**config.mk**
```make
export PLATFORM = sky130hd
export DESIGN_NAME = eth_arp_ip_rx_classifier_top
export DESIGN_NICKNAME = d
export VERILOG_FILES = /design/src/hdl/earx_pkg.sv /design/src/hdl/eth_arp_ip_rx_classifier_top.sv /design/src/hdl/earx_parser.sv
export SDC_FILE = /design/constraint.sdc
export NUM_CORES = 1
export LEC_CHECK = 0
export BUFFER_PORTS_ARGS = -buffer_cell sky130_fd_sc_hd__buf_2
export CORE_MARGIN = 2
export CORE_UTILIZATION = 54
export CTS_CLUSTER_SIZE = 30
export DETAILED_ROUTE_END_ITERATION = 7
export PLACE_DENSITY = 0.76
export SLEW_MARGIN = 10
export SYNTH_ARGS = -nofsm -noshare
export SYNTH_HDL_FRONTEND = slang
export SYNTH_SLANG_ARGS = --single-unit
```
**constraint.sdc**
```tcl
create_clock -name clk -period 11.5 [get_ports clk]
set_clock_uncertainty 0.1 [all_clocks]
set_input_delay 1.15 -clock clk [delete_from_list [all_inputs] [get_ports clk]]
set_output_delay 1.15 -clock clk [all_outputs]
set_load 0.02 [all_outputs]
```
**src/hdl/earx_pkg.sv**
```systemverilog
package earx_pkg;

  localparam int unsigned MacW  = 48;
  localparam int unsigned IpW   = 32;
  localparam int unsigned PosW  = 6;
  localparam int unsigned OutDW = 256;

  localparam logic [7:0] EthTypeHi  = 8'h08;
  localparam logic [7:0] EthTypeArp = 8'h06;
  localparam logic [7:0] IpVerIhl   = 8'h45;
  localparam logic [7:0] ByteOnes   = 8'hff;
  localparam logic [7:0] ProtoIcmp  = 8'd1;
  localparam logic [7:0] ProtoUdp   = 8'd17;
  localparam logic [7:0] IcmpEchoRq = 8'd8;
  localparam logic [7:0] IcmpEchoRp = 8'd0;
  localparam logic [15:0] ArpOpReq  = 16'd1;
  localparam logic [15:0] ArpOpRep  = 16'd2;

  localparam logic [1:0] CfgMyMac  = 2'd0;
  localparam logic [1:0] CfgMyIp   = 2'd1;
  localparam logic [1:0] CfgMyMask = 2'd2;

  typedef enum logic [3:0] {
    V_RUNT       = 4'd0,
    V_NOT_ETH    = 4'd1,
    V_ARP_REQ    = 4'd2,
    V_ARP_REPLY  = 4'd3,
    V_ARP_IGN    = 4'd4,
    V_NOT_IP     = 4'd5,
    V_NOT_ME     = 4'd6,
    V_ECHO_REQ   = 4'd7,
    V_ECHO_REPLY = 4'd8,
    V_ICMP_OTHER = 4'd9,
    V_UDP        = 4'd10,
    V_OTHER      = 4'd11,
    V_TRUNC      = 4'd12
  } verdict_t;

  typedef enum logic [1:0] {
    KIND_NONE = 2'd0,
    KIND_ARP  = 2'd1,
    KIND_IP   = 2'd2
  } kind_t;

  typedef struct packed {
    logic [15:0]    arp_protocol;
    logic [IpW-1:0] arp_sender_ip;
    logic [MacW-1:0] arp_sender_mac;
    logic [15:0]    icmp_sequence;
    logic [15:0]    icmp_ident;
    logic [15:0]    local_port;
    logic [15:0]    remote_port;
    logic [15:0]    ip_total_length;
    logic [IpW-1:0] src_ip;
    logic [MacW-1:0] src_mac;
  } fields_t;

  typedef struct packed {
    verdict_t verdict;
    fields_t  fields;
  } result_t;

endpackage

```
**src/hdl/eth_arp_ip_rx_classifier_top.sv**
```systemverilog
// Channel | Direction | Handshake            | Payload
// in_     | slave     | in_tvalid/in_tready  | tdata[7:0] data_byte, tlast last_byte
// out_    | master    | out_tvalid/out_tready| tuser[3:0] verdict, tdata[255:0] fields
// cfg_    | write     | cfg_we               | cfg_index, cfg_wdata[47:0]
//
// One byte per clock, save where a stalled result holds up a last byte; the last byte
// goes into the input register, then its verdict into the result register after the header decode.
// Synchronous active-low reset clears frame state and station registers.
// A stalled result only holds up the input stage when a further last byte
// reaches it; ordinary bytes keep flowing under output back-pressure.
module eth_arp_ip_rx_classifier_top import earx_pkg::*; (
  input  logic             clk,
  input  logic             rst_n,
  input  logic             in_tvalid,
  output logic             in_tready,
  input  logic [7:0]       in_tdata,   // [7:0] data_byte
  input  logic             in_tlast,   // last_byte
  output logic             out_tvalid,
  input  logic             out_tready,
  output logic [3:0]       out_tuser,  // [3:0] verdict
  // [47:0] src_mac, [79:48] src_ip, [95:80] ip_total_length,
  // [111:96] remote_port, [127:112] local_port, [143:128] icmp_ident,
  // [159:144] icmp_sequence, [207:160] arp_sender_mac,
  // [239:208] arp_sender_ip, [255:240] arp_protocol
  output logic [OutDW-1:0] out_tdata,
  input  logic             cfg_we,
  input  logic [1:0]       cfg_index,
  input  logic [MacW-1:0]  cfg_wdata
);

  logic            in_v_r;
  logic [7:0]      in_byte_r;
  logic            in_last_r;
  logic            out_v_r;
  result_t         out_r;
  logic            advance;
  result_t         result;
  logic [MacW-1:0] my_mac_r;
  logic [IpW-1:0]  my_ip_r;
  logic [IpW-1:0]  my_mask_r;

  assign advance   = in_v_r && (!in_last_r || !out_v_r || out_tready);
  assign in_tready = !in_v_r || advance;

  always_ff @(posedge clk) begin
    if (!rst_n) begin
      my_mac_r  <= '0;
      my_ip_r   <= '0;
      my_mask_r <= '0;
    end else if (cfg_we) begin
      unique case (cfg_index)
        CfgMyMac:  my_mac_r  <= cfg_wdata;
        CfgMyIp:   my_ip_r   <= cfg_wdata[IpW-1:0];
        CfgMyMask: my_mask_r <= cfg_wdata[IpW-1:0];
        default: ;
      endcase
    end
  end

  always_ff @(posedge clk) begin
    if (!rst_n) begin
      in_v_r <= 1'b0;
    end else if (in_tready) begin
      in_v_r <= in_tvalid;
    end
  end

  always_ff @(posedge clk) begin
    if (in_tready && in_tvalid) begin
      in_byte_r <= in_tdata;
      in_last_r <= in_tlast;
    end
  end

  earx_parser u_parser (
    .clk       (clk),
    .rst_n     (rst_n),
    .step      (advance),
    .data_byte (in_byte_r),
    .last_byte (in_last_r),
    .my_mac    (my_mac_r),
    .my_ip     (my_ip_r),
    .my_mask   (my_mask_r),
    .result    (result)
  );

  always_ff @(posedge clk) begin
    if (!rst_n) begin
      out_v_r <= 1'b0;
    end else if (advance && in_last_r) begin
      out_v_r <= 1'b1;
    end else if (out_tready) begin
      out_v_r <= 1'b0;
    end
  end

  always_ff @(posedge clk) begin
    if (advance && in_last_r) begin
      out_r <= result;
    end
  end

  assign out_tvalid = out_v_r;
  assign out_tuser  = out_r.verdict;
  assign out_tdata  = out_r.fields;

endmodule

```
**src/hdl/earx_parser.sv**
```systemverilog
module earx_parser import earx_pkg::*; (
  input  logic             clk,
  input  logic             rst_n,
  input  logic             step,
  input  logic [7:0]       data_byte,
  input  logic             last_byte,
  input  logic [MacW-1:0]  my_mac,
  input  logic [IpW-1:0]   my_ip,
  input  logic [IpW-1:0]   my_mask,
  output result_t          result
);

  logic [PosW-1:0] pos_r, pos_nxt;
  kind_t           kind_r, kind_nxt;
  verdict_t        early_r, early_nxt;
  logic            decided_r, decided_nxt;
  logic            match_r, match_nxt;
  logic [7:0]      proto_r, proto_nxt;
  logic [15:0]     opcode_r, opcode_nxt;
  logic [31:0]     ports_r, ports_nxt;
  fields_t         fld_r, fld_nxt;

  logic            capture;
  logic            dec_req;
  verdict_t        dec_val;
  logic [2:0]      mac_idx;
  logic [1:0]      ip_idx;
  logic [1:0]      dst_idx;
  logic [7:0]      mac_b, ip_b, dst_ip_b, dst_inv_b;
  logic [15:0]     opcode_sh;
  logic            dst_ok;

  assign capture = !decided_r || early_r == V_NOT_ME || early_r == V_ECHO_REQ ||
                   early_r == V_ECHO_REPLY || early_r == V_ICMP_OTHER;

  // byte lanes of the station addresses, most significant first on the wire
  assign mac_idx   = 3'(6'd37 - pos_r);
  assign ip_idx    = 2'(6'd41 - pos_r);
  assign dst_idx   = 2'(6'd33 - pos_r);
  assign mac_b     = my_mac[{mac_idx, 3'b000} +: 8];
  assign ip_b      = my_ip[{ip_idx, 3'b000} +: 8];
  assign dst_ip_b  = my_ip[{dst_idx, 3'b000} +: 8];
  assign dst_inv_b = ~my_mask[{dst_idx, 3'b000} +: 8];
  assign dst_ok    = (data_byte == dst_ip_b) || ((data_byte & dst_inv_b) == ByteOnes);
  assign opcode_sh = {opcode_r[7:0], data_byte};

  always_comb begin
    kind_nxt   = kind_r;
    match_nxt  = match_r;
    proto_nxt  = proto_r;
    opcode_nxt = opcode_r;
    ports_nxt  = ports_r;
    fld_nxt    = fld_r;
    dec_req    = 1'b0;
    dec_val    = V_RUNT;

    if (pos_r >= 6'd6 && pos_r <= 6'd11) begin
      fld_nxt.src_mac = {fld_r.src_mac[MacW-9:0], data_byte};
    end else if (pos_r == 6'd12) begin
      if (data_byte != EthTypeHi) begin
        dec_req = 1'b1;
        dec_val = V_NOT_ETH;
      end
    end else if (pos_r == 6'd13) begin
      if (!decided_r) begin
        kind_nxt = (data_byte == EthTypeArp) ? KIND_ARP : KIND_IP;
      end
    end else if (capture && kind_r == KIND_ARP) begin
      if (pos_r == 6'd16 || pos_r == 6'd17) begin
        fld_nxt.arp_protocol = {fld_r.arp_protocol[7:0], data_byte};
      end else if (pos_r == 6'd20 || pos_r == 6'd21) begin
        opcode_nxt = opcode_sh;
        if (pos_r == 6'd21 && opcode_sh != ArpOpReq && opcode_sh != ArpOpRep) begin
          dec_req = 1'b1;
          dec_val = V_ARP_IGN;
        end
      end else if (pos_r >= 6'd22 && pos_r <= 6'd27) begin
        fld_nxt.arp_sender_mac = {fld_r.arp_sender_mac[MacW-9:0], data_byte};
      end else if (pos_r >= 6'd28 && pos_r <= 6'd31) begin
        fld_nxt.arp_sender_ip = {fld_r.arp_sender_ip[IpW-9:0], data_byte};
      end else if (pos_r >= 6'd32 && pos_r <= 6'd37 && opcode_r == ArpOpRep) begin
        match_nxt = match_r && (mac_b == data_byte);
        if (pos_r == 6'd37) begin
          dec_req = 1'b1;
          dec_val = match_nxt ? V_ARP_REPLY : V_ARP_IGN;
        end
      end else if (pos_r >= 6'd38 && pos_r <= 6'd41 && opcode_r == ArpOpReq) begin
        match_nxt = match_r && (ip_b == data_byte);
        if (pos_r == 6'd41) begin
          dec_req = 1'b1;
          dec_val = match_nxt ? V_ARP_REQ : V_ARP_IGN;
        end
      end
    end else if (capture && kind_r == KIND_IP) begin
      if (pos_r == 6'd14) begin
        if (data_byte != IpVerIhl) begin
          dec_req = 1'b1;
          dec_val = V_NOT_IP;
        end
      end else if (pos_r == 6'd16 || pos_r == 6'd17) begin
        fld_nxt.ip_total_length = {fld_r.ip_total_length[7:0], data_byte};
      end else if (pos_r == 6'd23) begin
        proto_nxt = data_byte;
      end else if (pos_r >= 6'd26 && pos_r <= 6'd29) begin
        fld_nxt.src_ip = {fld_r.src_ip[IpW-9:0], data_byte};
      end else if (pos_r >= 6'd30 && pos_r <= 6'd33) begin
        match_nxt = match_r && dst_ok;
        if (pos_r == 6'd33) begin
          if (!match_nxt) begin
            dec_req = 1'b1;
            dec_val = V_NOT_ME;
          end else if (proto_r != ProtoIcmp && proto_r != ProtoUdp) begin
            dec_req = 1'b1;
            dec_val = V_OTHER;
          end
        end
      end else if (pos_r >= 6'd34 && pos_r <= 6'd37 && proto_r == ProtoUdp) begin
        // ports are kept even when the destination missed
        ports_nxt = {ports_r[23:0], data_byte};
        if (pos_r == 6'd37 && match_r) begin
          dec_req = 1'b1;
          dec_val = V_UDP;
        end
      end else if (pos_r >= 6'd34 && pos_r <= 6'd41 && proto_r == ProtoIcmp && match_r) begin
        if (pos_r == 6'd34) begin
          dec_req = 1'b1;
          dec_val = (data_byte == IcmpEchoRp) ? V_ECHO_REPLY :
                    (data_byte == IcmpEchoRq) ? V_ECHO_REQ : V_ICMP_OTHER;
        end else if (pos_r == 6'd38 || pos_r == 6'd39) begin
          fld_nxt.icmp_ident = {fld_r.icmp_ident[7:0], data_byte};
        end else if (pos_r == 6'd40 || pos_r == 6'd41) begin
          fld_nxt.icmp_sequence = {fld_r.icmp_sequence[7:0], data_byte};
        end
      end
    end

    fld_nxt.remote_port = ports_nxt[31:16];
    fld_nxt.local_port  = ports_nxt[15:0];

    // first decision of the frame sticks
    decided_nxt = decided_r || dec_req;
    early_nxt   = (!decided_r && dec_req) ? dec_val : early_r;
    pos_nxt     = (pos_r == {PosW{1'b1}}) ? pos_r : pos_r + 1'b1;
  end

  // result as seen after this byte; only meaningful on the last byte
  always_comb begin
    if (pos_r < 6'd7) begin
      result.verdict = V_RUNT;
      result.fields  = '0;
    end else begin
      result.verdict = decided_nxt ? early_nxt : V_TRUNC;
      result.fields  = fld_nxt;
    end
  end

  always_ff @(posedge clk) begin
    if (!rst_n) begin
      pos_r     <= '0;
      kind_r    <= KIND_NONE;
      early_r   <= V_RUNT;
      decided_r <= 1'b0;
      match_r   <= 1'b1;
      proto_r   <= '0;
      opcode_r  <= '0;
      ports_r   <= '0;
      fld_r     <= '0;
    end else if (step) begin
      if (last_byte) begin
        pos_r     <= '0;
        kind_r    <= KIND_NONE;
        early_r   <= V_RUNT;
        decided_r <= 1'b0;
        match_r   <= 1'b1;
        proto_r   <= '0;
        opcode_r  <= '0;
        ports_r   <= '0;
        fld_r     <= '0;
      end else begin
        pos_r     <= pos_nxt;
        kind_r    <= kind_nxt;
        early_r   <= early_nxt;
        decided_r <= decided_nxt;
        match_r   <= match_nxt;
        proto_r   <= proto_nxt;
        opcode_r  <= opcode_nxt;
        ports_r   <= ports_nxt;
        fld_r     <= fld_nxt;
      end
    end
  end

endmodule
```
Word level (Yosys, flattened, before mapping)
Index checks and enable logic that the tools add are counted.

storage, ports and cells
  flip-flop bits (word level) = 677
  input bits = 64
  output and inout bits = 262
  logic and storage cells = 336

cells by class
  $add $sub $neg = 4
  $lt $le $gt $ge = 16
  eq/ne operators = 57
  shift operators = 4
  muxes and demuxes = 154
  bitwise gates (word level) = 3
  reduce and logical (&&, ||, !) cells = 63

operators with widths
  operator                                                        count
  two-way mux 32 bit                                              27
  two-way mux 128 bit                                             3
  two-way mux 48 bit                                              8
  two-way mux 256 bit                                             1
  two-way mux 16 bit                                              12
  two-way mux 80 bit                                              2
  two-way mux 4 bit                                               30
  two-way mux 96 bit                                              1
  variable part select 32 x 6 -> 8 bit                            3
  two-way mux 8 bit                                               9
  two-way mux 1 bit                                               49
  equality test 6 bit, second input constant                      8
  variable part select 48 x 7 -> 8 bit                            1
  equality test 6 x 5 -> 1 bit, second input constant             5
  logical AND 1 bit                                               27
  equality test 8 bit                                             3
  >= comparator 6 x 5 -> 1 bit, second input constant             4
  equality test 6 x 4 -> 1 bit, second input constant             3
  >= comparator 6 bit, second input constant                      3
  less-or-equal comparator 6 x 5 -> 1 bit, second input constant  3
  less-or-equal comparator 6 bit, second input constant           3
  equality test 16 x 1 -> 1 bit, second input constant            1
  equality test 16 x 2 -> 1 bit, second input constant            1
  != test 16 x 1 -> 1 bit, second input constant                  1
  other kinds (42)                                                93

Longest topological paths before layout
Gate-level depths: netlist of the first run.

  word-level depth = 22
  gate-level depth with buffers = 17
  gate-level depth less buffers = 10

By module
A second synthesis of the first run with hierarchy kept.

second synthesis, totals
  cell total of the unflattened synthesis = 2942
  area total of the unflattened synthesis = 29198.0 µm²

by module, submodules not included
  module                        times used  cells each  area an instance (µm²)
  earx_parser                   1           2243        16852.4
  eth_arp_ip_rx_classifier_top  1           699         12345.6

Least setup slack after synthesis of the first run
Ideal clock, no wire load.

  kind = input to register
  start = input out_tready
  end = register out_r, in the netlist out_tdata[0], enable pin
  library setup time = 0.610 ns
  arrival = 6.899 ns
  required time = 10.790 ns
  slack = 3.891 ns
  stages on the path = 6
  path buffers = 1
  path through = nor2b_1 nand2_1 and2_1 clkbuf_1 nand2_1 inv_1

between the ends
  word-level cells in the longest chain between the ends = 3

RTL lines
  item                  RTL line                            text
  from (decl)           eth_arp_ip_rx_classifier_top.sv:19  input logic out_tready,
  logical OR 1 bit      eth_arp_ip_rx_classifier_top.sv:42  assign advance = in_v_r && (!in_last_r || !out_v_r || out_tready);
  logical AND 1 bit     eth_arp_ip_rx_classifier_top.sv:42
  logical AND 1 bit     eth_arp_ip_rx_classifier_top.sv:98  if (advance && in_last_r) begin
  to (signal assigned)  eth_arp_ip_rx_classifier_top.sv:99  out_r <= result;
  to (decl)             eth_arp_ip_rx_classifier_top.sv:35  result_t out_r;

No other way between the ends.
A chain may end at the register's enable or synchronous reset.

Final worst setup path of the first run
  start = register u_parser.pos_r[1]
  end = register u_parser.ports_r[31]

between the ends
  word-level cells in the longest chain between the ends = 15

RTL lines
  item                                                                          RTL line            text
  from (decl)                                                                   earx_parser.sv:13   logic [PosW-1:0] pos_r, pos_nxt;
  from (signal assigned)                                                        earx_parser.sv:180  pos_r <= pos_nxt;
  >= comparator 6 bit / less-or-equal comparator 6 bit (equally long branches)  earx_parser.sv:117  end else if (pos_r >= 6'd34 && pos_r <= 6'd37 && proto_r == ProtoUdp) begin
  logical AND 1 bit (2 in series)                                               earx_parser.sv:117
  two-way mux 32 bit                                                            earx_parser.sv:117
  two-way mux 32 bit                                                            earx_parser.sv:106  end else if (pos_r >= 6'd30 && pos_r <= 6'd33) begin
  two-way mux 32 bit                                                            earx_parser.sv:104  end else if (pos_r >= 6'd26 && pos_r <= 6'd29) begin
  two-way mux 32 bit                                                            earx_parser.sv:102  end else if (pos_r == 6'd23) begin
  two-way mux 32 bit                                                            earx_parser.sv:100  end else if (pos_r == 6'd16 || pos_r == 6'd17) begin
  two-way mux 32 bit                                                            earx_parser.sv:95   if (pos_r == 6'd14) begin
  two-way mux 32 bit                                                            earx_parser.sv:94   end else if (capture && kind_r == KIND_IP) begin
  two-way mux 32 bit                                                            earx_parser.sv:68   end else if (capture && kind_r == KIND_ARP) begin
  two-way mux 32 bit                                                            earx_parser.sv:64   end else if (pos_r == 6'd13) begin
  two-way mux 32 bit                                                            earx_parser.sv:59   end else if (pos_r == 6'd12) begin
  two-way mux 32 bit *                                                          earx_parser.sv:57   if (pos_r >= 6'd6 && pos_r <= 6'd11) begin
  two-way mux 32 bit *                                                          earx_parser.sv:169  if (last_byte) begin
  to (signal assigned)                                                          earx_parser.sv:187  ports_r <= ports_nxt;
  to (decl)                                                                     earx_parser.sv:20   logic [31:0] ports_r, ports_nxt;

Mark *: on every way between the ends. The rest lies on a longest branch, timed or not.

==> results by group, run 1 <==
Global routing
  • Wire length of the first global-routing pass: 122,000 um
  • Global routing usage summed across all routing layers: 27.7%
  • Vias in the first global route: 21,583
  • Total congestion overflow: 0
  • Number of antenna violations at the first check in global routing: 0
  • Pin count of the biggest net entering global routing: 200

Timing
  • Time the worst path needs with I/O delays and setup: 4.86 ns
  • Final hold violation count: 0
  • Worst-Margin Slew: 1.27 ns
  • Setup-violating endpoint count in the final report: 0
  • Pins Over Slew Limit: 0
  • Worst-case hold slack: 0.360 ns
  • Final period utilization: 42.3%
  • Highest clock frequency the design can meet: 206 MHz
  • Unrepaired setup endpoints after global routing: false
  • Tightest slew margin relative to the limit: 15.3%
  • Setup TNS: 0 ns

Place
  • GPL Wtd Cong: 0.902
  • HPWL after DPL: 49,500 um
  • Port buffer count: 325

Synthesis
  • Library cell occupying the most area in the post-synthesis netlist: sky130_fd_sc_hd__dfxtp_1
  • Dominant cells by area after synthesis: sky130_fd_sc_hd__dfxtp_1, sky130_fd_sc_hd__edfxtp_1, sky130_fd_sc_hd__nand2_1, sky130_fd_sc_hd__a22oi_1, sky130_fd_sc_hd__nor2b_1
  • Share of the synthesized area in the top cell type: 28.3%
  • Post-Synthesis Net Count: 3,035
  • Synthesized flop and latch total: 677
  • Post-synth top flop: sky130_fd_sc_hd__dfxtp_1
  • Yosys warns: 0
  • Sequential-to-total area share from yosys stat: 56.4%
  • Gate count of the mapped netlist: 2,964
  • Post-synth EDFFs: 269
  • Mean post-synth cell area: 9.73 sq um
  • Synth async-reset ratio: 0%
  • Distinct cells, synth: 88
  • Synthesized area: 28,800 sq um

Worst setup path
  • Worst setup slack for register-to-register paths: 6.64 ns
  • Required arrival time at the worst endpoint: 11.92 ns
  • Cell-by-cell trace of the critical path: buf_4, inv_1, ha_1, nor2_2, a22o_1, o21ai_0, nor3_2, nand3_2, nor3_4, a22oi_1, nor2b_1
  • Worst path slowest cell: sky130_fd_sc_hd__nor3_4
  • Worst setup SP type: flip-flop
  • Data arrival time of the worst path: 5.28 ns
  • Crit. End Element: flip-flop
  • CP max FO: 44
  • Setup Crit Path Kind: flip-flop to flip-flop
  • Worst path max stage delay: 0.99 ns

Status
  • Result of the run: finished clean

Floorplanning
  • Initial core utilization: 54.7%
  • Core Box Area: 52,700 sq um
  • Vert. Die Dim: 235 um
  • Overall die width: 235 um
  • Std-Cell Rows: 84
  • Floorplan die area: 55,200 sq um
  • Number of ports placed on the die boundary: 326

CTS
  • Hold_buf cts: 0
  • CTS tree: built
  • Total clock sinks: 677
  • Max Buffers Root-to-Sink: 3
  • Clock edge transition at the registers on the reported setup and hold paths: 0.06 ns
  • Buffer cell driving the clock tree root: sky130_fd_sc_hd__clkbuf_16
  • Setup fix buffers added after clock tree synthesis: 0
  • Insertion delay of the later-clocked pin in the worst-skew pair: 0.61 ns
  • Resized cells post-CTS: 0
  • Clock buffers created by TritonCTS: 69
  • Number of levels the H-tree was split into: 3

Layout
  • N_diodes: 0
  • Commonest non-fill, non-tap cell in the layout: sky130_fd_sc_hd__nand2_1
  • Fill count: 4,241
  • Area added between synthesis and finish: 14.6%
  • Layout net count: 3,234
  • Share of cells above drive strength 1: 16.6%
  • Commonest non-fill, non-tap cells in the layout: sky130_fd_sc_hd__nand2_1, sky130_fd_sc_hd__dfxtp_1, sky130_fd_sc_hd__buf_2, sky130_fd_sc_hd__nor2b_1, sky130_fd_sc_hd__a22oi_1

Power and ir drop
  • Maximum vdd drop: 0.133 mV
  • Leakage dissipation: 11.2 nW
  • PwrDens: 149 nW/um^2

Route
  • Remaining number of nets flagged by the antenna check after routing: 0
  • Total number of vias: 22,986
  • Total wire length after detailed routing: 79,100 um
  • Number of iterations in the first detailed-routing pass: 6
  • Per-cell routed wire length: 20.3 um
  • Iteration-0 DRC count of the detailed router: 2,521
  • DRC violations left: 0
  • Routed vias/inst: 5.89

Run
  • Maxcap violations: 0

Worst hold path
  • Class of the most critical hold timing path: flip-flop to flip-flop
[area by class of cell]
| cell class | instances | area [sq um] | share of cell area [%] |
|---|---|---|---|
| sequential | 677 | 16200 | 49.2 |
| multi-input combinational | 2039 | 11700 | 35.4 |
| timing repair buffer | 360 | 1910 | 5.77 |
| clock buffer | 84 | 1900 | 5.74 |
| tap | 688 | 861 | 2.61 |
| clock inverter | 40 | 349 | 1.06 |
| inverter | 16 | 67.6 | 0.205 |
[flip-flops by register name, summed over array words and instances, names as in the netlist, 6 cells and up]
name and flops:
out_tdata 256, u_parser.fld_r 224, my_mac_r 48, my_ip_r 32, my_mask_r 32, u_parser.ports_r 32
u_parser.opcode_r 16, in_byte_r 8, u_parser.proto_r 8, u_parser.pos_r 6
[worst max-delay path: cells and delay by family (launching register included)]
family          cells  cell delay [ns]
compound gates      3             0.74
simple gates        5             2.47
flops               1             0.31
buf+inv             2             0.76
fa+ha+maj           1             0.37
[power by group]
part	switching, mW	internal, mW
logic	0.140	0.0623
registers	0.0129	2.51
clock network	0.937	1.27
[layer usage]
| layer | global-route usage (%) | up-vias | wire (um) |
|---|---|---|---|
| met5 | 0 | - | 0 |
| met4 | 10.8 | 0 | 2590 |
| met3 | 4.48 | 143 | 6020 |
| met2 | 44.9 | 995 | 37900 |
| met1 | 37.4 | 11104 | 32700 |
| li1 | - | 10744 | - |
[Yosys cell counts, types with 18 or more instances]
cell,count
sky130_fd_sc_hd__nand2_1,742
sky130_fd_sc_hd__dfxtp_1,408
sky130_fd_sc_hd__nor2b_1,297
sky130_fd_sc_hd__a22oi_1,273
sky130_fd_sc_hd__edfxtp_1,269
sky130_fd_sc_hd__a21oi_1,252
sky130_fd_sc_hd__clkbuf_1,179
sky130_fd_sc_hd__a21boi_0,114
sky130_fd_sc_hd__nor2_1,62
sky130_fd_sc_hd__mux2i_1,45
sky130_fd_sc_hd__buf_2,26
sky130_fd_sc_hd__nor3_1,19
sky130_fd_sc_hd__nand3_1,18
sky130_fd_sc_hd__nor4_1,18
[final timing paths]
| check | start | cells past startpoint | endpoint |
|---|---|---|---|
| max | u_parser.pos_r[1] | 11 | u_parser.ports_r[31] |
| min | my_mask_r[21] | 2 | my_mask_r[21] |
| max reg2reg | u_parser.pos_r[1] | 11 | u_parser.ports_r[31] |
| min reg2reg | my_mask_r[21] | 2 | my_mask_r[21] |
[per-stage QoR]
step | area, sq um | worst slack (ns) | std cells | utilization, % | power, mW
6_report | 33000 | 6.64 | 3904 | 62.7 | 4.93
5_1_grt | 33000 | 6.28 | 3904 | 62.7 | 5.08
4_1_cts | 33000 | 6.50 | 3903 | 62.7 | 4.96
3_5_place_dp | 30800 | 6.54 | 3779 | 58.4 | 2.77
3_3_place_gp | 30800 | 6.84 | 3779 | 58.4 | 2.77
2_1_floorplan | 28800 | 3.89 | 2964 | - | 2.70
[cells by family (layout without fill, tap and decap cells)]
| kind of cell | Yosys count | after routing | synth area share, % |
|---|---|---|---|
| xor gates and xnor gates | 25 | 25 | 0.760 |
| DFF | 677 | 677 | 56.4 |
| and+or+nand+nor | 1232 | 1232 | 20.1 |
| buffers and inverters | 248 | 500 | 3.50 |
| adders and majority gates | 7 | 7 | 0.304 |
| muxes | 55 | 55 | 2.28 |
| AOI/OAI and AO/OA | 720 | 720 | 16.7 |
No activity file was read; power rests on OpenSTA's default activity.
==> run 2: changes to the inputs <==
==> constraint.sdc (replaced) <==
create_clock -name clk -period 4.55 [get_ports clk]
set_clock_uncertainty 0.1 [all_clocks]
set_input_delay 0.455 -clock clk [delete_from_list [all_inputs] [get_ports clk]]
set_output_delay 0.455 -clock clk [all_outputs]
set_load 0.02 [all_outputs]
==> run 2 against run 1 <==
  * Core utilization increased by 0.62 points
  * Design area increased by 1.0%
  * Critical path depth unchanged
  * Clock power increased to 2.5 times the previous value
  * Fmax increased by 27%
  * Register-to-register slack got worse by 5.9 ns
  * Non-clock buffer count increased by 29
  * Via count increased by 0.85%
  * Flip-flop and latch count unchanged
  * Combinational power increased to 2.6 times the previous value
  * Highest routed layer unchanged
==> results by group, run 2 (same netlist as run 1, synthesis figures left out) <==
Power and ir drop
  • Switching power as a share of total power: 22.0% (-0.099 points)
  • Portion of total power attributed to sequential cells: 51.0% (about the same)
  • Share of total power in combinational logic: 4.2% (about the same)
  • Maximum vdd drop: 0.310 mV (+130%)
  • PwrDens: 375 nW/um^2 (+150%)
  • Reported net switching power: 2.75 mW (+150%)
  • Part of the total power dissipated in the clock network: 44.8% (about the same)
  • Leakage dissipation: 11.4 nW (+1.4%)
  • Cell Int Power: 9.75 mW (+150%)

Worst setup path
  • Worst setup slack for register-to-register paths: 0.72 ns (-5.92 ns)
  • CP max FO: 34 (-23%)
  • Worst path slowest cell: sky130_fd_sc_hd__nor3_4
  • Buf+Inv Stages, Crit Path: 2 (unchanged)
  • Worst setup SP type: flip-flop
  • Crit. End Element: flip-flop
  • Endpoint of the most critical register-to-register path: u_parser.ports_r[12]
  • Data arrival time of the worst path: 4.25 ns (-1.03 ns)
  • Setup Crit Path Kind: flip-flop to flip-flop
  • Startpoint of the most critical register-to-register path: u_parser.pos_r[2]
  • Worst path max stage delay: 0.71 ns (-0.28 ns)
  • Gate family responsible for the most delay along the worst path: simple AND/OR/NAND/NOR gates
  • Required arrival time at the worst endpoint: 4.98 ns (-6.94 ns)
  • Cell-by-cell trace of the critical path: inv_1, ha_1, nand2b_1, a22o_1, o21ai_0, nor3_2, nand3_2, buf_4, nor3_4, a22oi_1, nor2b_1
  • Worst Reg-to-Reg Cells: 11 (unchanged)

CTS
  • Insertion delay of the later-clocked pin in the worst-skew pair: 0.61 ns (about the same)
  • Buffer cell driving the clock tree root: sky130_fd_sc_hd__clkbuf_16
  • Max Buffers Root-to-Sink: 3 (unchanged)
  • Resized cells post-CTS: 0 (unchanged)
  • Total clock sinks: 677 (unchanged)
  • Clock edge transition at the registers on the reported setup and hold paths: 0.06 ns (about the same)
  • Clock buffers created by TritonCTS: 70 (+1.4%)
  • CTS tree: built
  • Number of levels the H-tree was split into: 3 (unchanged)

Timing
  • Setup TNS: 0 ns (unchanged)
  • Pins Over Slew Limit: 0 (unchanged)
  • Tightest slew margin relative to the limit: 16.6% (+1.2 points)
  • Worst-Margin Slew: 1.25 ns (-0.0141 ns)
  • Time the worst path needs with I/O delays and setup: 3.83 ns (-1.03 ns)
  • Final period utilization: 84.1% (+42 points)
  • Setup-violating endpoint count in the final report: 0 (unchanged)
  • Final hold violation count: 0 (unchanged)
  • Worst path setup slack after routing: 0.723 ns (-5.92 ns)
  • Unrepaired setup endpoints after global routing: false
  • Highest clock frequency the design can meet: 261 MHz (+27%)

Global routing
  • Global routing usage summed across all routing layers: 28.0% (+0.24 points)
  • Wire length of the first global-routing pass: 123,000 um (+0.97%)
  • Number of antenna violations at the first check in global routing: 1 (+1)
  • Vias in the first global route: 21,791 (+0.96%)
  • Total congestion overflow: 0 (unchanged)
  • Pin count of the biggest net entering global routing: 194 (-3.0%)

Layout
  • N_diodes: 0 (unchanged)
  • Flip-flop count of the largest register, all copies and words added: 256 (unchanged)
  • Layout net count: 3,264 (+0.93%)
  • Share of cells above drive strength 1: 16.7% (+0.047 points)
  • Commonest non-fill, non-tap cell in the layout: sky130_fd_sc_hd__nand2_1
  • Area of combinational cells with multiple inputs: 11,700 sq um (+0.23%)
  • Fill count: 4,163 (-1.8%)
  • Commonest non-fill, non-tap cells in the layout: sky130_fd_sc_hd__nand2_1, sky130_fd_sc_hd__dfxtp_1, sky130_fd_sc_hd__buf_2, sky130_fd_sc_hd__nor2b_1, sky130_fd_sc_hd__a22oi_1
  • Area added between synthesis and finish: 15.7%
  • FF+latch area: 16,200 sq um (about the same)
  • Final non-filler cell area: 33,400 sq um (+1.0%)

Place
  • HPWL after DPL: 50,800 um (+2.5%)
  • Setup Slack @ Placement: 0.835 ns (-5.70 ns)
  • Placed instance area: 30,900 sq um (+0.39%)
  • Port buffer count: 325 (unchanged)
  • GPL Wtd Cong: 0.898 (-0.39%)

Worst hold path
  • Hold Path Sink: my_ip_r[17]
  • Hold Path Depth: 3 (+1)
  • Class of the most critical hold timing path: input port to flip-flop
  • Min-Delay Startpoint: cfg_wdata[17]

Floorplanning
  • Initial core utilization: 54.7% (unchanged)
  • Std-Cell Rows: 84 (unchanged)
  • Core Box Area: 52,700 sq um (unchanged)
  • Number of ports placed on the die boundary: 326 (unchanged)
  • Overall die width: 235 um (unchanged)
  • Floorplan die area: 55,200 sq um (unchanged)
  • Vert. Die Dim: 235 um (unchanged)

Route
  • DRC violations left: 0 (unchanged)
  • Iteration-0 DRC count of the detailed router: 2,471 (-2.0%)
  • Routed vias/inst: 5.89 (about the same)
  • Remaining number of nets flagged by the antenna check after routing: 0 (unchanged)
  • Total wire length after detailed routing: 79,900 um (+0.91%)
  • Per-cell routed wire length: 20.3 um (about the same)
  • Number of iterations in the first detailed-routing pass: 8 (+2)
  • Total number of vias: 23,182 (+0.85%)

Status
  • Result of the run: finished clean

Run
  • Maxcap violations: 0 (unchanged)
-- run 2: cell types whose count changed in the layout (fill, tap and decap cells not counted), moves of 2 or more --
| cell | previous run | this run |
|---|---|---|
| sky130_fd_sc_hd__clkinv_4 | 3 | 1 |
| sky130_fd_sc_hd__clkinv_2 | 17 | 13 |
| sky130_fd_sc_hd__dlygate4sd3_1 | 0 | 21 |
| sky130_fd_sc_hd__clkbuf_1 | 7 | 17 |
| sky130_fd_sc_hd__buf_4 | 34 | 40 |
| sky130_fd_sc_hd__buf_12 | 0 | 3 |
| sky130_fd_sc_hd__clkbuf_16 | 72 | 74 |
-- run 2: timing repair --
item,4_1_cts,5_1_grt
hold buffers,21,0
hold endpoints to repair,21,0
buffers inserted,0,0
-- run 2: power groups by stage --
stage                     clock, mW  sequential, mW  combinational [mW]
after floorplan                   0            6.53               0.291
after global placement            0            6.51               0.493
after detailed placement          0            6.51               0.502
after CTS                      5.66            6.38               0.517
after global routing           5.90            6.39               0.555
final                          5.60            6.38               0.522
-- run 2: cell type report --
class,count,share of cell area (%)
clock buffer,96,5.95
clock inverter,32,0.795
inverter,16,0.191
multi-input combinational,2039,35.2
sequential,677,48.7
tap,688,2.58
timing repair buffer,389,6.61
-- run 2: routing by layer --
metal,GRT usage [%],vias up,part of all wire [%]
li1,-,10813,-
met1,37.3,11216,41
met2,45.7,997,48
met3,4.69,156,7.2
met4,10.9,0,3.3
met5,0,-,0
-- run 2: worst max path at each step --
| stage | from | to | slack, ns | cells after the start |
|---|---|---|---|---|
| after floorplan | out_tready | out_tdata[0] | -0.87 | 6 |
| after global placement | u_parser.pos_r[2] | u_parser.ports_r[14] | 0.93 | 11 |
| after detailed placement | u_parser.pos_r[2] | u_parser.ports_r[15] | 0.84 | 11 |
| after CTS | u_parser.pos_r[2] | u_parser.ports_r[15] | 0.78 | 11 |
| after global routing | u_parser.pos_r[2] | u_parser.ports_r[27] | 0.47 | 11 |
| final | u_parser.pos_r[2] | u_parser.ports_r[12] | 0.72 | 11 |
-- run 2: per-stage QoR --
| stage | total power [mW] | instances | hold WS, ns | utilization, % |
|---|---|---|---|---|
| after floorplan | 6.82 | 2964 | 0.333 | - |
| after global placement | 7.00 | 3788 | 0.347 | 58.7 |
| after detailed placement | 7.02 | 3788 | 0.355 | 58.7 |
| after CTS | 12.6 | 3937 | 0.00240 | 63.3 |
| after global routing | 12.8 | 3937 | 0.0372 | 63.4 |
| final | 12.5 | 3937 | 0.0295 | 63.4 |
-- run 2: tightest hold or removal path: cells and delay by family --
family | cells | cell delay, ns
AOI/OAI and AO/OA | 1 | 0.06
buffers and inverters | 1 | 0.12
and+or+nand+nor | 1 | 0.05
